$ cat src/rtl/tjg_pkg.sv
// tjg_pkg: shared constants, types and helpers for the touch joystick gesture tracker
// no dependencies; imported by tjg_front, tjg_engine and the top level
package tjg_pkg;

  // table and field sizes
  localparam int MAX_FINGERS = 8;
  localparam int COORD_BITS  = 16;
  localparam int SLOT_W      = (MAX_FINGERS > 1) ? $clog2(MAX_FINGERS) : 1;
  localparam int ID_W        = 8;
  localparam int STAMP_W     = 32;
  localparam int LIMIT_W     = 16;
  localparam int OPC_W       = 3;
  localparam int OUT_COORD_W = 16;
  localparam int IN_COORD_W  = 16;
  localparam int RSTATE_W    = 3;
  localparam int KIND_W      = 2;

  // squared distance compare widths
  localparam int SQ_W     = 2 * COORD_BITS;
  localparam int LIM_SQ_W = 2 * LIMIT_W;
  localparam int CMP_W    = ((SQ_W > LIM_SQ_W) ? SQ_W : LIM_SQ_W) + 1;

  // item queue between front and engine
  localparam int Q_DEPTH = 2;
  localparam int Q_PTR_W = (Q_DEPTH > 1) ? $clog2(Q_DEPTH) : 1;
  localparam int Q_CNT_W = $clog2(Q_DEPTH + 1);

  // configuration register indexes
  localparam int CFG_IDX_W = 1;
  localparam logic [CFG_IDX_W-1:0] CFG_TIME_LIMIT = 1'b0;
  localparam logic [CFG_IDX_W-1:0] CFG_DIST_LIMIT = 1'b1;

  // result codes
  localparam logic [RSTATE_W-1:0] RS_FAILED  = 3'd0;
  localparam logic [RSTATE_W-1:0] RS_RECOG   = 3'd1;
  localparam logic [RSTATE_W-1:0] RS_READY   = 3'd2;
  localparam logic [RSTATE_W-1:0] RS_HOLD    = 3'd3;
  localparam logic [RSTATE_W-1:0] RS_DONE    = 3'd4;

  localparam logic [KIND_W-1:0] EV_NONE  = 2'd0;
  localparam logic [KIND_W-1:0] EV_MOVE  = 2'd1;
  localparam logic [KIND_W-1:0] EV_RESET = 2'd2;

  typedef enum logic [OPC_W-1:0] {
    OP_DOWN   = 3'd0,
    OP_MOTION = 3'd1,
    OP_UP     = 3'd2,
    OP_DETACH = 3'd3,
    OP_FETCH  = 3'd4,
    OP_QUERY  = 3'd5,
    OP_TICK   = 3'd6,
    OP_NONE   = 3'd7
  } op_t;

  typedef enum logic [2:0] {
    PH_CAND       = 3'd0,
    PH_MOVE_RDY   = 3'd1,
    PH_RESET_RDY  = 3'd2,
    PH_MOVED      = 3'd3,
    PH_RESET_DONE = 3'd4
  } phase_t;

  typedef enum logic [2:0] {
    ENG_IDLE,
    ENG_LOOKUP,
    ENG_READ,
    ENG_MUL,
    ENG_EXEC,
    ENG_SCAN
  } eng_state_t;

  typedef logic [COORD_BITS-1:0] coord_t;

  typedef struct packed {
    op_t                op;
    logic [ID_W-1:0]    finger_id;
    coord_t             pos_x;
    coord_t             pos_y;
    logic [STAMP_W-1:0] stamp_ms;
  } item_t;

  // front to engine: head of the queue
  typedef struct packed {
    logic  valid;
    item_t item;
  } q_head_t;

  typedef struct packed {
    logic [LIMIT_W-1:0] time_limit_ms;
    logic [LIMIT_W-1:0] distance_limit;
  } cfg_t;

  function automatic logic [RSTATE_W-1:0] phase_state(input phase_t ph);
    logic [RSTATE_W-1:0] st;
    unique case (ph)
      PH_CAND:       st = RS_RECOG;
      PH_MOVE_RDY:   st = RS_READY;
      PH_RESET_RDY:  st = RS_READY;
      PH_MOVED:      st = RS_HOLD;
      PH_RESET_DONE: st = RS_DONE;
      default:       st = RS_FAILED;
    endcase
    return st;
  endfunction

endpackage

$ cat src/rtl/tjg_front.sv
// tjg_front: command intake, opcode classification and a short item queue
// depends on tjg_pkg
module tjg_front (
  input  logic                              clk,
  input  logic                              rst_n,
  input  logic                              start,
  output logic                              busy,
  input  logic [tjg_pkg::OPC_W-1:0]         in_opcode,
  input  logic [tjg_pkg::ID_W-1:0]          in_finger_id,
  input  logic [tjg_pkg::IN_COORD_W-1:0]    in_pos_x,
  input  logic [tjg_pkg::IN_COORD_W-1:0]    in_pos_y,
  input  logic [tjg_pkg::STAMP_W-1:0]       in_stamp_ms,
  input  logic                              q_pop,
  output tjg_pkg::q_head_t                  q_head
);
  import tjg_pkg::*;

  item_t              q_mem [Q_DEPTH];
  logic [Q_PTR_W-1:0] wr_ptr_r, wr_ptr_nxt;
  logic [Q_PTR_W-1:0] rd_ptr_r, rd_ptr_nxt;
  logic [Q_CNT_W-1:0] count_r, count_nxt;
  logic               push;
  logic               pop;
  item_t              new_item;

  // classify the command and trim coordinates to the kept width
  always_comb begin
    new_item.op        = op_t'(in_opcode);
    new_item.finger_id = in_finger_id;
    new_item.pos_x     = COORD_BITS'(in_pos_x);
    new_item.pos_y     = COORD_BITS'(in_pos_y);
    new_item.stamp_ms  = in_stamp_ms;
  end

  assign busy = (count_r == Q_CNT_W'(Q_DEPTH));
  assign push = start && !busy;
  assign pop  = q_pop && (count_r != '0);

  always_comb begin
    wr_ptr_nxt = wr_ptr_r;
    rd_ptr_nxt = rd_ptr_r;
    count_nxt  = count_r;
    if (push) begin
      wr_ptr_nxt = (wr_ptr_r == Q_PTR_W'(Q_DEPTH - 1)) ? '0 : wr_ptr_r + 1'b1;
    end
    if (pop) begin
      rd_ptr_nxt = (rd_ptr_r == Q_PTR_W'(Q_DEPTH - 1)) ? '0 : rd_ptr_r + 1'b1;
    end
    priority if (push && !pop) begin
      count_nxt = count_r + 1'b1;
    end else if (pop && !push) begin
      count_nxt = count_r - 1'b1;
    end else begin
      count_nxt = count_r;
    end
  end

  always_ff @(posedge clk) begin
    if (!rst_n) begin
      wr_ptr_r <= '0;
      rd_ptr_r <= '0;
      count_r  <= '0;
    end else begin
      wr_ptr_r <= wr_ptr_nxt;
      rd_ptr_r <= rd_ptr_nxt;
      count_r  <= count_nxt;
    end
  end

  always_ff @(posedge clk) begin
    if (push) begin
      q_mem[wr_ptr_r] <= new_item;
    end
  end

  assign q_head.valid = (count_r != '0);
  assign q_head.item  = q_mem[rd_ptr_r];

`ifndef ASSERT_OFF
  a_count_bound: assert property (@(posedge clk) disable iff (!rst_n)
    count_r <= Q_CNT_W'(Q_DEPTH))
    else $error("item queue count beyond depth");
`endif

endmodule

$ cat src/rtl/tjg_engine.sv
// tjg_engine: finger slot table and sequenced execution of one item at a time
// depends on tjg_pkg; fed by tjg_front through the item queue
module tjg_engine (
  input  logic                               clk,
  input  logic                               rst_n,
  input  tjg_pkg::cfg_t                      cfg,
  input  tjg_pkg::q_head_t                   q_head,
  output logic                               q_pop,
  output logic                               out_valid,
  output logic [tjg_pkg::RSTATE_W-1:0]       out_recog_state,
  output logic [tjg_pkg::KIND_W-1:0]         out_event_kind,
  output logic [tjg_pkg::OUT_COORD_W-1:0]    out_start_x,
  output logic [tjg_pkg::OUT_COORD_W-1:0]    out_start_y,
  output logic [tjg_pkg::OUT_COORD_W-1:0]    out_end_x,
  output logic [tjg_pkg::OUT_COORD_W-1:0]    out_end_y,
  output logic                               out_error_flag
);
  import tjg_pkg::*;

  eng_state_t state_r, state_nxt;

  // slot table
  logic               used_r   [MAX_FINGERS];
  logic [ID_W-1:0]    finger_r [MAX_FINGERS];
  phase_t             phase_r  [MAX_FINGERS];
  coord_t             ox_r     [MAX_FINGERS];
  coord_t             oy_r     [MAX_FINGERS];
  logic [STAMP_W-1:0] ot_r     [MAX_FINGERS];
  coord_t             lx_r     [MAX_FINGERS];
  coord_t             ly_r     [MAX_FINGERS];

  // item in work
  item_t              item_r;
  logic [SLOT_W-1:0]  slot_r;
  logic               hit_r;
  logic               free_ok_r;
  phase_t             ph_r;
  coord_t             org_x_r, org_y_r, lat_x_r, lat_y_r;
  coord_t             dx_r, dy_r;
  logic [STAMP_W-1:0] elapsed_r;
  logic [SQ_W-1:0]    dx2_r, dy2_r;
  logic [LIM_SQ_W-1:0] lim2_r;
  logic               tout_r;
  logic [SLOT_W-1:0]  scan_idx_r;

  // registered result
  logic                   out_valid_r;
  logic [RSTATE_W-1:0]    out_st_r;
  logic [KIND_W-1:0]      out_kind_r;
  coord_t                 out_sx_r, out_sy_r, out_ex_r, out_ey_r;
  logic                   out_err_r;

  // lookup
  logic               hit_c, free_c;
  logic [SLOT_W-1:0]  hit_idx_c, free_idx_c;

  // single read index into the table, shared by the read step and the scan
  logic [SLOT_W-1:0]  rd_idx;
  logic [STAMP_W-1:0] rd_elapsed;
  logic               scan_kill;
  logic               scan_last;

  // execute decisions
  logic               far_c;
  logic               wr_entry, clr_used, set_phase, upd_latest;
  phase_t             new_phase;
  logic [RSTATE_W-1:0] st_c;
  logic [KIND_W-1:0]  kind_c;
  coord_t             sx_c, sy_c, ex_c, ey_c;
  logic               err_c;

  // controls
  logic               do_pop, do_lookup, do_read, do_mul, do_exec, do_scan;

  // next state
  always_comb begin
    state_nxt = state_r;
    unique case (state_r)
      ENG_IDLE: begin
        if (q_head.valid) begin
          state_nxt = (q_head.item.op == OP_TICK) ? ENG_SCAN : ENG_LOOKUP;
        end
      end
      ENG_LOOKUP: state_nxt = ENG_READ;
      ENG_READ:   state_nxt = ENG_MUL;
      ENG_MUL:    state_nxt = ENG_EXEC;
      ENG_EXEC:   state_nxt = ENG_IDLE;
      ENG_SCAN: begin
        if (scan_last) begin
          state_nxt = ENG_EXEC;
        end
      end
      default:    state_nxt = ENG_IDLE;
    endcase
  end

  // state outputs
  always_comb begin
    do_pop    = 1'b0;
    do_lookup = 1'b0;
    do_read   = 1'b0;
    do_mul    = 1'b0;
    do_exec   = 1'b0;
    do_scan   = 1'b0;
    unique case (state_r)
      ENG_IDLE:   do_pop    = q_head.valid;
      ENG_LOOKUP: do_lookup = 1'b1;
      ENG_READ:   do_read   = 1'b1;
      ENG_MUL:    do_mul    = 1'b1;
      ENG_EXEC:   do_exec   = 1'b1;
      ENG_SCAN:   do_scan   = 1'b1;
      default:    do_pop    = 1'b0;
    endcase
  end

  assign q_pop = do_pop;

  // id match and first free slot, lowest index wins
  always_comb begin
    hit_c      = 1'b0;
    free_c     = 1'b0;
    hit_idx_c  = '0;
    free_idx_c = '0;
    for (int i = MAX_FINGERS - 1; i >= 0; i--) begin
      if (used_r[i] && (finger_r[i] == item_r.finger_id)) begin
        hit_c     = 1'b1;
        hit_idx_c = SLOT_W'(i);
      end
      if (!used_r[i]) begin
        free_c     = 1'b1;
        free_idx_c = SLOT_W'(i);
      end
    end
  end

  assign rd_idx     = do_scan ? scan_idx_r : slot_r;
  assign rd_elapsed = item_r.stamp_ms - ot_r[rd_idx];
  assign scan_last  = (scan_idx_r == SLOT_W'(MAX_FINGERS - 1));
  assign scan_kill  = do_scan && used_r[rd_idx] && (phase_r[rd_idx] == PH_CAND) &&
                      (rd_elapsed > STAMP_W'(cfg.time_limit_ms));

  assign far_c = (CMP_W'(dx2_r) + CMP_W'(dy2_r)) >= CMP_W'(lim2_r);

  // execute step
  always_comb begin
    wr_entry   = 1'b0;
    clr_used   = 1'b0;
    set_phase  = 1'b0;
    upd_latest = 1'b0;
    new_phase  = PH_CAND;
    st_c       = RS_FAILED;
    kind_c     = EV_NONE;
    sx_c       = '0;
    sy_c       = '0;
    ex_c       = '0;
    ey_c       = '0;
    err_c      = 1'b0;
    unique case (item_r.op)
      OP_DOWN: begin
        if (hit_r || free_ok_r) begin
          wr_entry  = 1'b1;
          set_phase = 1'b1;
          new_phase = ((cfg.time_limit_ms == '0) || (cfg.distance_limit == '0)) ?
                      PH_MOVE_RDY : PH_CAND;
          st_c      = phase_state(new_phase);
        end else begin
          err_c = 1'b1;
        end
      end
      OP_MOTION: begin
        if (hit_r) begin
          priority if (ph_r == PH_CAND && tout_r) begin
            clr_used = 1'b1;
          end else if (ph_r == PH_CAND && !far_c) begin
            st_c = RS_RECOG;
          end else begin
            upd_latest = 1'b1;
            set_phase  = 1'b1;
            new_phase  = PH_MOVE_RDY;
            st_c       = RS_READY;
          end
        end
      end
      OP_UP: begin
        if (hit_r && ph_r != PH_CAND) begin
          upd_latest = 1'b1;
          set_phase  = 1'b1;
          new_phase  = PH_RESET_RDY;
          st_c       = RS_READY;
        end
      end
      OP_DETACH: begin
        clr_used = hit_r;
      end
      OP_FETCH: begin
        priority if (hit_r && ph_r == PH_MOVE_RDY) begin
          set_phase = 1'b1;
          new_phase = PH_MOVED;
          kind_c    = EV_MOVE;
          sx_c      = org_x_r;
          sy_c      = org_y_r;
          ex_c      = lat_x_r;
          ey_c      = lat_y_r;
          st_c      = RS_HOLD;
        end else if (hit_r && ph_r == PH_RESET_RDY) begin
          set_phase = 1'b1;
          new_phase = PH_RESET_DONE;
          kind_c    = EV_RESET;
          ex_c      = lat_x_r;
          ey_c      = lat_y_r;
          st_c      = RS_DONE;
        end else begin
          err_c = 1'b1;
          st_c  = hit_r ? phase_state(ph_r) : RS_FAILED;
        end
      end
      OP_QUERY: begin
        st_c = hit_r ? phase_state(ph_r) : RS_FAILED;
      end
      OP_TICK: begin
        st_c = RS_FAILED;
      end
      default: begin
        st_c = RS_FAILED;
      end
    endcase
  end

  // control state
  always_ff @(posedge clk) begin
    if (!rst_n) begin
      state_r     <= ENG_IDLE;
      out_valid_r <= 1'b0;
      scan_idx_r  <= '0;
      for (int i = 0; i < MAX_FINGERS; i++) begin
        used_r[i] <= 1'b0;
      end
    end else begin
      state_r     <= state_nxt;
      out_valid_r <= do_exec;
      if (do_pop) begin
        scan_idx_r <= '0;
      end else if (do_scan && !scan_last) begin
        scan_idx_r <= scan_idx_r + 1'b1;
      end
      if (scan_kill) begin
        used_r[rd_idx] <= 1'b0;
      end
      if (do_exec && wr_entry) begin
        used_r[slot_r] <= 1'b1;
      end
      if (do_exec && clr_used) begin
        used_r[slot_r] <= 1'b0;
      end
    end
  end

  // datapath and table payload
  always_ff @(posedge clk) begin
    if (do_pop) begin
      item_r <= q_head.item;
    end
    if (do_lookup) begin
      hit_r     <= hit_c;
      free_ok_r <= free_c;
      slot_r    <= hit_c ? hit_idx_c : free_idx_c;
    end
    if (do_read) begin
      ph_r      <= phase_r[rd_idx];
      org_x_r   <= ox_r[rd_idx];
      org_y_r   <= oy_r[rd_idx];
      lat_x_r   <= lx_r[rd_idx];
      lat_y_r   <= ly_r[rd_idx];
      dx_r      <= (item_r.pos_x >= ox_r[rd_idx]) ? item_r.pos_x - ox_r[rd_idx]
                                                  : ox_r[rd_idx] - item_r.pos_x;
      dy_r      <= (item_r.pos_y >= oy_r[rd_idx]) ? item_r.pos_y - oy_r[rd_idx]
                                                  : oy_r[rd_idx] - item_r.pos_y;
      elapsed_r <= rd_elapsed;
    end
    if (do_mul) begin
      dx2_r  <= SQ_W'(dx_r) * SQ_W'(dx_r);
      dy2_r  <= SQ_W'(dy_r) * SQ_W'(dy_r);
      lim2_r <= LIM_SQ_W'(cfg.distance_limit) * LIM_SQ_W'(cfg.distance_limit);
      tout_r <= elapsed_r > STAMP_W'(cfg.time_limit_ms);
    end
    if (do_exec) begin
      if (wr_entry) begin
        finger_r[slot_r] <= item_r.finger_id;
        ox_r[slot_r]     <= item_r.pos_x;
        oy_r[slot_r]     <= item_r.pos_y;
        ot_r[slot_r]     <= item_r.stamp_ms;
        lx_r[slot_r]     <= item_r.pos_x;
        ly_r[slot_r]     <= item_r.pos_y;
      end
      if (upd_latest) begin
        lx_r[slot_r] <= item_r.pos_x;
        ly_r[slot_r] <= item_r.pos_y;
      end
      if (set_phase) begin
        phase_r[slot_r] <= new_phase;
      end
      out_st_r   <= st_c;
      out_kind_r <= kind_c;
      out_sx_r   <= sx_c;
      out_sy_r   <= sy_c;
      out_ex_r   <= ex_c;
      out_ey_r   <= ey_c;
      out_err_r  <= err_c;
    end
  end

  assign out_valid       = out_valid_r;
  assign out_recog_state = out_st_r;
  assign out_event_kind  = out_kind_r;
  assign out_start_x     = OUT_COORD_W'(out_sx_r);
  assign out_start_y     = OUT_COORD_W'(out_sy_r);
  assign out_end_x       = OUT_COORD_W'(out_ex_r);
  assign out_end_y       = OUT_COORD_W'(out_ey_r);
  assign out_error_flag  = out_err_r;

`ifndef ASSERT_OFF
  a_strobe_after_exec: assert property (@(posedge clk) disable iff (!rst_n)
    out_valid_r |-> $past(state_r == ENG_EXEC))
    else $error("result strobe without an execute step");

  a_err_source: assert property (@(posedge clk) disable iff (!rst_n)
    (out_valid_r && out_err_r) |-> (item_r.op == OP_DOWN || item_r.op == OP_FETCH))
    else $error("error flag on an item that cannot fail");

  a_scan_from_zero: assert property (@(posedge clk) disable iff (!rst_n)
    (state_r == ENG_SCAN && $past(state_r) != ENG_SCAN) |-> (scan_idx_r == '0))
    else $error("slot scan did not start at the first slot");
`endif

endmodule

$ cat src/rtl/touch_joystick_gesture_tracker.sv
// an item goes from the queue through the engine's idle, lookup, read, multiply and execute
// states before its result strobes; a tick goes through idle, a scan of every slot (one
// slot checked per cycle) and execute; the engine takes no new item until it is through
// with the last, and a two-item queue lets new items in while the engine works
// reset clears the queue, the slot-used flags and both limits; no clearing pass is needed
// out_valid marks each result for exactly one cycle; the other out_ ports keep it until the next
module touch_joystick_gesture_tracker (
  input  logic                               clk,
  input  logic                               rst_n,
  // command channel
  input  logic                               start,
  output logic                               busy,
  input  logic [tjg_pkg::OPC_W-1:0]          in_opcode,
  input  logic [tjg_pkg::ID_W-1:0]           in_finger_id,
  input  logic [tjg_pkg::IN_COORD_W-1:0]     in_pos_x,
  input  logic [tjg_pkg::IN_COORD_W-1:0]     in_pos_y,
  input  logic [tjg_pkg::STAMP_W-1:0]        in_stamp_ms,
  // result channel
  output logic                               out_valid,
  output logic [tjg_pkg::RSTATE_W-1:0]       out_recog_state,
  output logic [tjg_pkg::KIND_W-1:0]         out_event_kind,
  output logic [tjg_pkg::OUT_COORD_W-1:0]    out_start_x,
  output logic [tjg_pkg::OUT_COORD_W-1:0]    out_start_y,
  output logic [tjg_pkg::OUT_COORD_W-1:0]    out_end_x,
  output logic [tjg_pkg::OUT_COORD_W-1:0]    out_end_y,
  output logic                               out_error_flag,
  // configuration writes
  input  logic                               cfg_we,
  input  logic [tjg_pkg::CFG_IDX_W-1:0]      cfg_index,
  input  logic [tjg_pkg::LIMIT_W-1:0]        cfg_wdata
);
  import tjg_pkg::*;

  // limit registers, to be written by the user only while the block is idle; the block does not enforce it
  logic [LIMIT_W-1:0] time_limit_r, time_limit_nxt;
  logic [LIMIT_W-1:0] dist_limit_r, dist_limit_nxt;
  cfg_t               cfg;

  // item queue head and pop between front and engine
  q_head_t            q_head;
  logic               q_pop;

  always_comb begin
    time_limit_nxt = time_limit_r;
    dist_limit_nxt = dist_limit_r;
    if (cfg_we) begin
      unique case (cfg_index)
        CFG_TIME_LIMIT: time_limit_nxt = cfg_wdata;
        CFG_DIST_LIMIT: dist_limit_nxt = cfg_wdata;
        default:        time_limit_nxt = time_limit_r;
      endcase
    end
  end

  always_ff @(posedge clk) begin
    if (!rst_n) begin
      time_limit_r <= '0;
      dist_limit_r <= '0;
    end else begin
      time_limit_r <= time_limit_nxt;
      dist_limit_r <= dist_limit_nxt;
    end
  end

  assign cfg.time_limit_ms  = time_limit_r;
  assign cfg.distance_limit = dist_limit_r;

  // front: takes commands, classifies them and queues them
  tjg_front u_front (
    .clk          (clk),
    .rst_n        (rst_n),
    .start        (start),
    .busy         (busy),
    .in_opcode    (in_opcode),
    .in_finger_id (in_finger_id),
    .in_pos_x     (in_pos_x),
    .in_pos_y     (in_pos_y),
    .in_stamp_ms  (in_stamp_ms),
    .q_pop        (q_pop),
    .q_head       (q_head)
  );

  // engine: slot table, distance and timeout checks, result register
  tjg_engine u_engine (
    .clk             (clk),
    .rst_n           (rst_n),
    .cfg             (cfg),
    .q_head          (q_head),
    .q_pop           (q_pop),
    .out_valid       (out_valid),
    .out_recog_state (out_recog_state),
    .out_event_kind  (out_event_kind),
    .out_start_x     (out_start_x),
    .out_start_y     (out_start_y),
    .out_end_x       (out_end_x),
    .out_end_y       (out_end_y),
    .out_error_flag  (out_error_flag)
  );

endmodule

$ cat config.mk
export PLATFORM = sky130hd
export DESIGN_NAME = touch_joystick_gesture_tracker
export DESIGN_NICKNAME = d
export VERILOG_FILES = /design/src/rtl/tjg_pkg.sv /design/src/rtl/tjg_front.sv /design/src/rtl/tjg_engine.sv /design/src/rtl/touch_joystick_gesture_tracker.sv
export SDC_FILE = /design/constraint.sdc
export NUM_CORES = 2
export LEC_CHECK = 0
export BUFFER_PORTS_ARGS = -buffer_cell sky130_fd_sc_hd__buf_2
export CAP_MARGIN = 10
export CORE_MARGIN = 3
export CORE_UTILIZATION = 60
export DETAILED_ROUTE_END_ITERATION = 6
export MAX_ROUTING_LAYER = met4
export PLACE_DENSITY = 0.83
export RECOVER_POWER = 100
export SYNTH_ARGS = -nofsm -noshare
export SYNTH_HDL_FRONTEND = slang
export SYNTH_SLANG_ARGS = --single-unit
$ cat constraint.sdc
create_clock -name clk -period 19.2 [get_ports clk]
set_input_delay 2.88 -clock clk [delete_from_list [all_inputs] [get_ports clk]]
set_output_delay 2.88 -clock clk [all_outputs]
set_load 0.05 [all_outputs]
==> flow_results.xml <==
<?xml version="1.0" encoding="UTF-8"?>
<metrics>
  <group name="timing">
    <metric name="worst_margin_slew" unit="ns">4.88</metric>
    <metric name="max_clock_freq" unit="MHz">81.9</metric>
    <metric name="fin_skew" unit="ns">0.0369</metric>
    <metric name="rsz0062_at_grt" unit="">false</metric>
    <metric name="portion_of_the_clock_cycle_consumed_by_the_worst_path_in_the_final_layout" unit="%">63.6</metric>
    <metric name="slew_viol_final" unit="">1866</metric>
    <metric name="timing.slew.headroom" unit="%">-225</metric>
    <metric name="setup_total_negative_slack" unit="ns">0</metric>
    <metric name="final.min_clock_period" unit="ns">12.20</metric>
    <metric name="setup_viol_count_final" unit="">0</metric>
    <metric name="finalHoldViolCount" unit="">0</metric>
  </group>
  <group name="routing">
    <metric name="wl_per_cell" unit="um">23.0</metric>
    <metric name="first_iter_violations" unit="">4636</metric>
    <metric name="average_via_count_per_standard_cell" unit="">6.03</metric>
    <metric name="drt_first_pass_iters" unit="">6</metric>
    <metric name="number_of_nets_with_antenna_violations_after_detailed_routing" unit="">0</metric>
    <metric name="vias" unit="">49164</metric>
    <metric name="drc" unit="">0</metric>
    <metric name="detail_route.wirelength" unit="um">187000</metric>
  </group>
  <group name="cells_and_area">
    <metric name="layout.cells.most_common" unit="">sky130_fd_sc_hd__edfxtp_1</metric>
    <metric name="fillerInstances" unit="">9247</metric>
    <metric name="layout.cells.most_common_list" unit="">1381 x sky130_fd_sc_hd__edfxtp_1, 878 x sky130_fd_sc_hd__inv_1, 533 x sky130_fd_sc_hd__nand2_1</metric>
    <metric name="multiInputGateArea" unit="mm^2">0.0352</metric>
    <metric name="finalCoreUtilization" unit="%">66.1</metric>
    <metric name="final_net_count" unit="">7347</metric>
    <metric name="drive_gt1_share" unit="%">9.10</metric>
    <metric name="sequential_cell_area" unit="mm^2">0.0425</metric>
    <metric name="flow.area_growth_from_synthesis" unit="%">8.64</metric>
  </group>
  <group name="grt">
    <metric name="combined_global_route_utilization_of_all_metal_layers" unit="%">27.8</metric>
    <metric name="grt_pass1_wl" unit="um">292000</metric>
    <metric name="grt-ovfl-total" unit="">0</metric>
    <metric name="grt_antenna_before_repair" unit="">4</metric>
    <metric name="first_global_vias" unit="">51726</metric>
    <metric name="grt_max_degree" unit="">90</metric>
  </group>
  <group name="worst_hold_path">
    <metric name="min_delay_path_depth" unit="">2</metric>
    <metric name="worst_hold_path_type" unit="">reg2reg</metric>
  </group>
  <group name="synthesis">
    <metric name="synth_largest_area_cell" unit="">sky130_fd_sc_hd__edfxtp_1</metric>
    <metric name="synth_fp_nets" unit="">7165</metric>
    <metric name="synth-seq-area-share" unit="%">51.9</metric>
    <metric name="syn_avg_cell_area" unit="um^2">13.4</metric>
    <metric name="synth_enable_flop_cells" unit="">1381</metric>
    <metric name="post_synth_instance_area" unit="mm^2">0.0818</metric>
    <metric name="ys_ff_latch" unit="">1433</metric>
    <metric name="synthFlopType" unit="">sky130_fd_sc_hd__edfxtp_1</metric>
    <metric name="warnings_from_yosys" unit="">0</metric>
    <metric name="post_synth_xor_area_fraction" unit="%">2.62</metric>
    <metric name="synth_fa_ha_area_share" unit="%">19.5</metric>
    <metric name="synth_area_in_compound_gates" unit="%">5.46</metric>
    <metric name="synth.mux.area_fraction" unit="%">7.27</metric>
    <metric name="synth_top_family_by_area" unit="">adder cells</metric>
    <metric name="postSynthCellCount" unit="">6089</metric>
    <metric name="ys_types" unit="">89</metric>
    <metric name="simple_gate_area_share_of_the_yosys_netlist" unit="%">8.01</metric>
    <metric name="ys_async_sr_fraction" unit="%">0</metric>
    <metric name="synth_area_leaders" unit="">sky130_fd_sc_hd__edfxtp_1 51%, sky130_fd_sc_hd__fa_1 12%, sky130_fd_sc_hd__ha_1 7.4%</metric>
    <metric name="synth_top_area_share" unit="%">50.7</metric>
  </group>
  <group name="floorplan">
    <metric name="floorplan.die.height" unit="um">375</metric>
    <metric name="core_area" unit="mm^2">0.134</metric>
    <metric name="fp-row-count" unit="">134</metric>
    <metric name="die_width" unit="um">375</metric>
    <metric name="ios" unit="">168</metric>
    <metric name="floorplan.die_area" unit="mm^2">0.141</metric>
    <metric name="starting_density_of_the_core" unit="%">60.9</metric>
  </group>
  <group name="worst_setup_path">
    <metric name="worst_setup_path_end_kind" unit="">register</metric>
    <metric name="cp.arrival" unit="ns">12.71</metric>
    <metric name="critical_path_required" unit="ns">19.71</metric>
    <metric name="startpoint_type" unit="">register</metric>
    <metric name="crit_path_max_fanout" unit="">89</metric>
    <metric name="critical_path.cell_chain" unit="">nand3b_1 &gt; mux2_8 &gt; clkbuf_1 &gt; clkbuf_1 &gt; mux4_2 &gt; nand2_1 &gt; and2_0 &gt; ha_1 &gt; and2_1 &gt; and3_1 &gt; and3_1 &gt; o31ai_1 &gt; a31oi_2 &gt; clkbuf_1 &gt; a31oi_1 &gt; a2111oi_0 &gt; o21ai_0 &gt; xor2_1</metric>
    <metric name="worst_path_max_delay_cell" unit="">sky130_fd_sc_hd__clkbuf_1</metric>
    <metric name="worst_reg_to_reg_cells" unit="">18</metric>
    <metric name="cp_common_cell" unit="">sky130_fd_sc_hd__clkbuf_1</metric>
    <metric name="cpPeakStageDelay" unit="ns">3.15</metric>
    <metric name="path_buf_inv" unit="">3</metric>
    <metric name="critPathTopFamily" unit="">buffers and inverters</metric>
    <metric name="worst-path-stages" unit="">18</metric>
    <metric name="critPathKind" unit="">reg2reg</metric>
  </group>
  <group name="clocking">
    <metric name="ctsResizeCount" unit="">0</metric>
    <metric name="tritoncts" unit="">yes</metric>
    <metric name="cts_root_buf" unit="">sky130_fd_sc_hd__clkbuf_16</metric>
    <metric name="clock_latency_reported_for_the_late_side_of_the_worst_skew_pair" unit="ns">0.78</metric>
    <metric name="cts-buffers-inserted" unit="">144</metric>
    <metric name="tritoncts_num_sinks" unit="">1433</metric>
    <metric name="hold_buffers" unit="">0</metric>
    <metric name="cts.clk_slew.worst_paths" unit="ns">0.06</metric>
    <metric name="cts_setup_buffers" unit="">0</metric>
    <metric name="clock_tree.htree_level_count" unit="">4</metric>
    <metric name="cts-root-to-sink-buffers" unit="">3</metric>
  </group>
  <group name="job">
    <metric name="cap_viol_max_count" unit="">46</metric>
  </group>
  <group name="placed_design">
    <metric name="dpl.hpwl" unit="um">124000</metric>
    <metric name="placement.io_buffers" unit="">167</metric>
    <metric name="gpl.final_weighted_congestion" unit="">0.917</metric>
  </group>
  <group name="run_status">
    <metric name="violations" unit="">capacitance limit, slew limit</metric>
    <metric name="outcome" unit="">finished with violations</metric>
  </group>
</metrics>
[cells by family after synthesis]
kind of cell,after synthesis
buffers and inverters,1080
AOI/OAI and AO/OA,676
and+or+nand+nor,1340
DFF,1433
adders and majority gates,980
muxes,335
xor gates and xnor gates,245
[routing by layer]
metal,GRT usage [%],vias to the layer above,share of wire [%]
met2,44.8,2296,49
met5,-,-,0
met3,4.56,433,7.9
met1,36.0,24809,40
met4,9.99,0,3.4
li1,-,21626,-
[state kept, by name, summed over array words and instances, names as in the netlist, 24 cells and up, named ones only]
register / count
u_engine.oy_r: 128
u_front.q_mem: 150
u_engine.dx2_r: 31
u_engine.lim2_r: 31
u_engine.ly_r: 128
u_engine.item_r: 75
u_engine.ox_r: 128
u_engine.dy2_r: 31
u_engine.elapsed_r: 32
u_engine.lx_r: 128
u_engine.phase_r: 24
u_engine.finger_r: 64
u_engine.ot_r: 256
[final timing paths]
path	start	to	slack [ns]
min reg2reg	dist_limit_r[3]	dist_limit_r[3]	0.48
min	dist_limit_r[3]	dist_limit_r[3]	0.48
max reg2reg	u_engine.state_r[0]	u_engine.dx_r[13]	7.00
max	u_engine.state_r[0]	u_engine.dx_r[13]	7.00
[cells in the mapped netlist (all sizes together), types with 36 or more instances]
master     n
a21boi    41
mux4     198
buf       43
mux2      88
ha       483
nor2     188
nand3     47
and2     268
fa       497
mux2i     49
nor2b     55
clkbuf   158
nand4     36
o21ai    119
xor2     107
inv      879
nand2    533
dfxtp     52
a21oi    189
nor3      53
nand2b    42
xnor2    138
edfxtp  1381
a21o      97
[stage by stage]
stage | std cells | worst slack [ns] | instance area (um^2) | hold WS (ns)
after floorplan | 6089 | 7.13 | 81800 | 0.456
after global placement | 7893 | 11.73 | 84700 | 0.458
after detailed placement | 7893 | 11.57 | 84700 | 0.469
after CTS | 8151 | 11.52 | 89400 | 0.477
after global routing | 8152 | 5.52 | 88900 | 0.506
final | 8152 | 7.00 | 88900 | 0.478
[worst reg2reg max path, cell delays in order (launching register included)]
cell and delay, ns:
sky130_fd_sc_hd__dfxtp_1 0.49, sky130_fd_sc_hd__nand3b_1 0.53, sky130_fd_sc_hd__mux2_8 0.89, sky130_fd_sc_hd__clkbuf_1 3.23, sky130_fd_sc_hd__clkbuf_1 2.44, sky130_fd_sc_hd__mux4_2 0.65, sky130_fd_sc_hd__nand2_1 0.06, sky130_fd_sc_hd__and2_0 0.22
sky130_fd_sc_hd__ha_1 0.49, sky130_fd_sc_hd__and2_1 0.24, sky130_fd_sc_hd__and3_1 0.22, sky130_fd_sc_hd__and3_1 0.18, sky130_fd_sc_hd__o31ai_1 0.09, sky130_fd_sc_hd__a31oi_2 0.21, sky130_fd_sc_hd__clkbuf_1 0.92, sky130_fd_sc_hd__a31oi_1 0.32
sky130_fd_sc_hd__a2111oi_0 0.46, sky130_fd_sc_hd__o21ai_0 0.17, sky130_fd_sc_hd__xor2_1 0.15
[cell type report]
| cell class | count | share of cell area, % |
|---|---|---|
| clock buffer | 183 | 4.38 |
| timing repair buffer | 237 | 1.11 |
| clock inverter | 75 | 0.887 |
| sequential | 1433 | 47.8 |
| antenna | 1 | 0.00281 |
| inverter | 879 | 3.71 |
| multi-input combinational | 3576 | 39.6 |
| tap | 1768 | 2.49 |
Power is left out: the tool's default activity adds up to more than one toggle a clock period on the data nets, which glitch-free logic cannot reach.
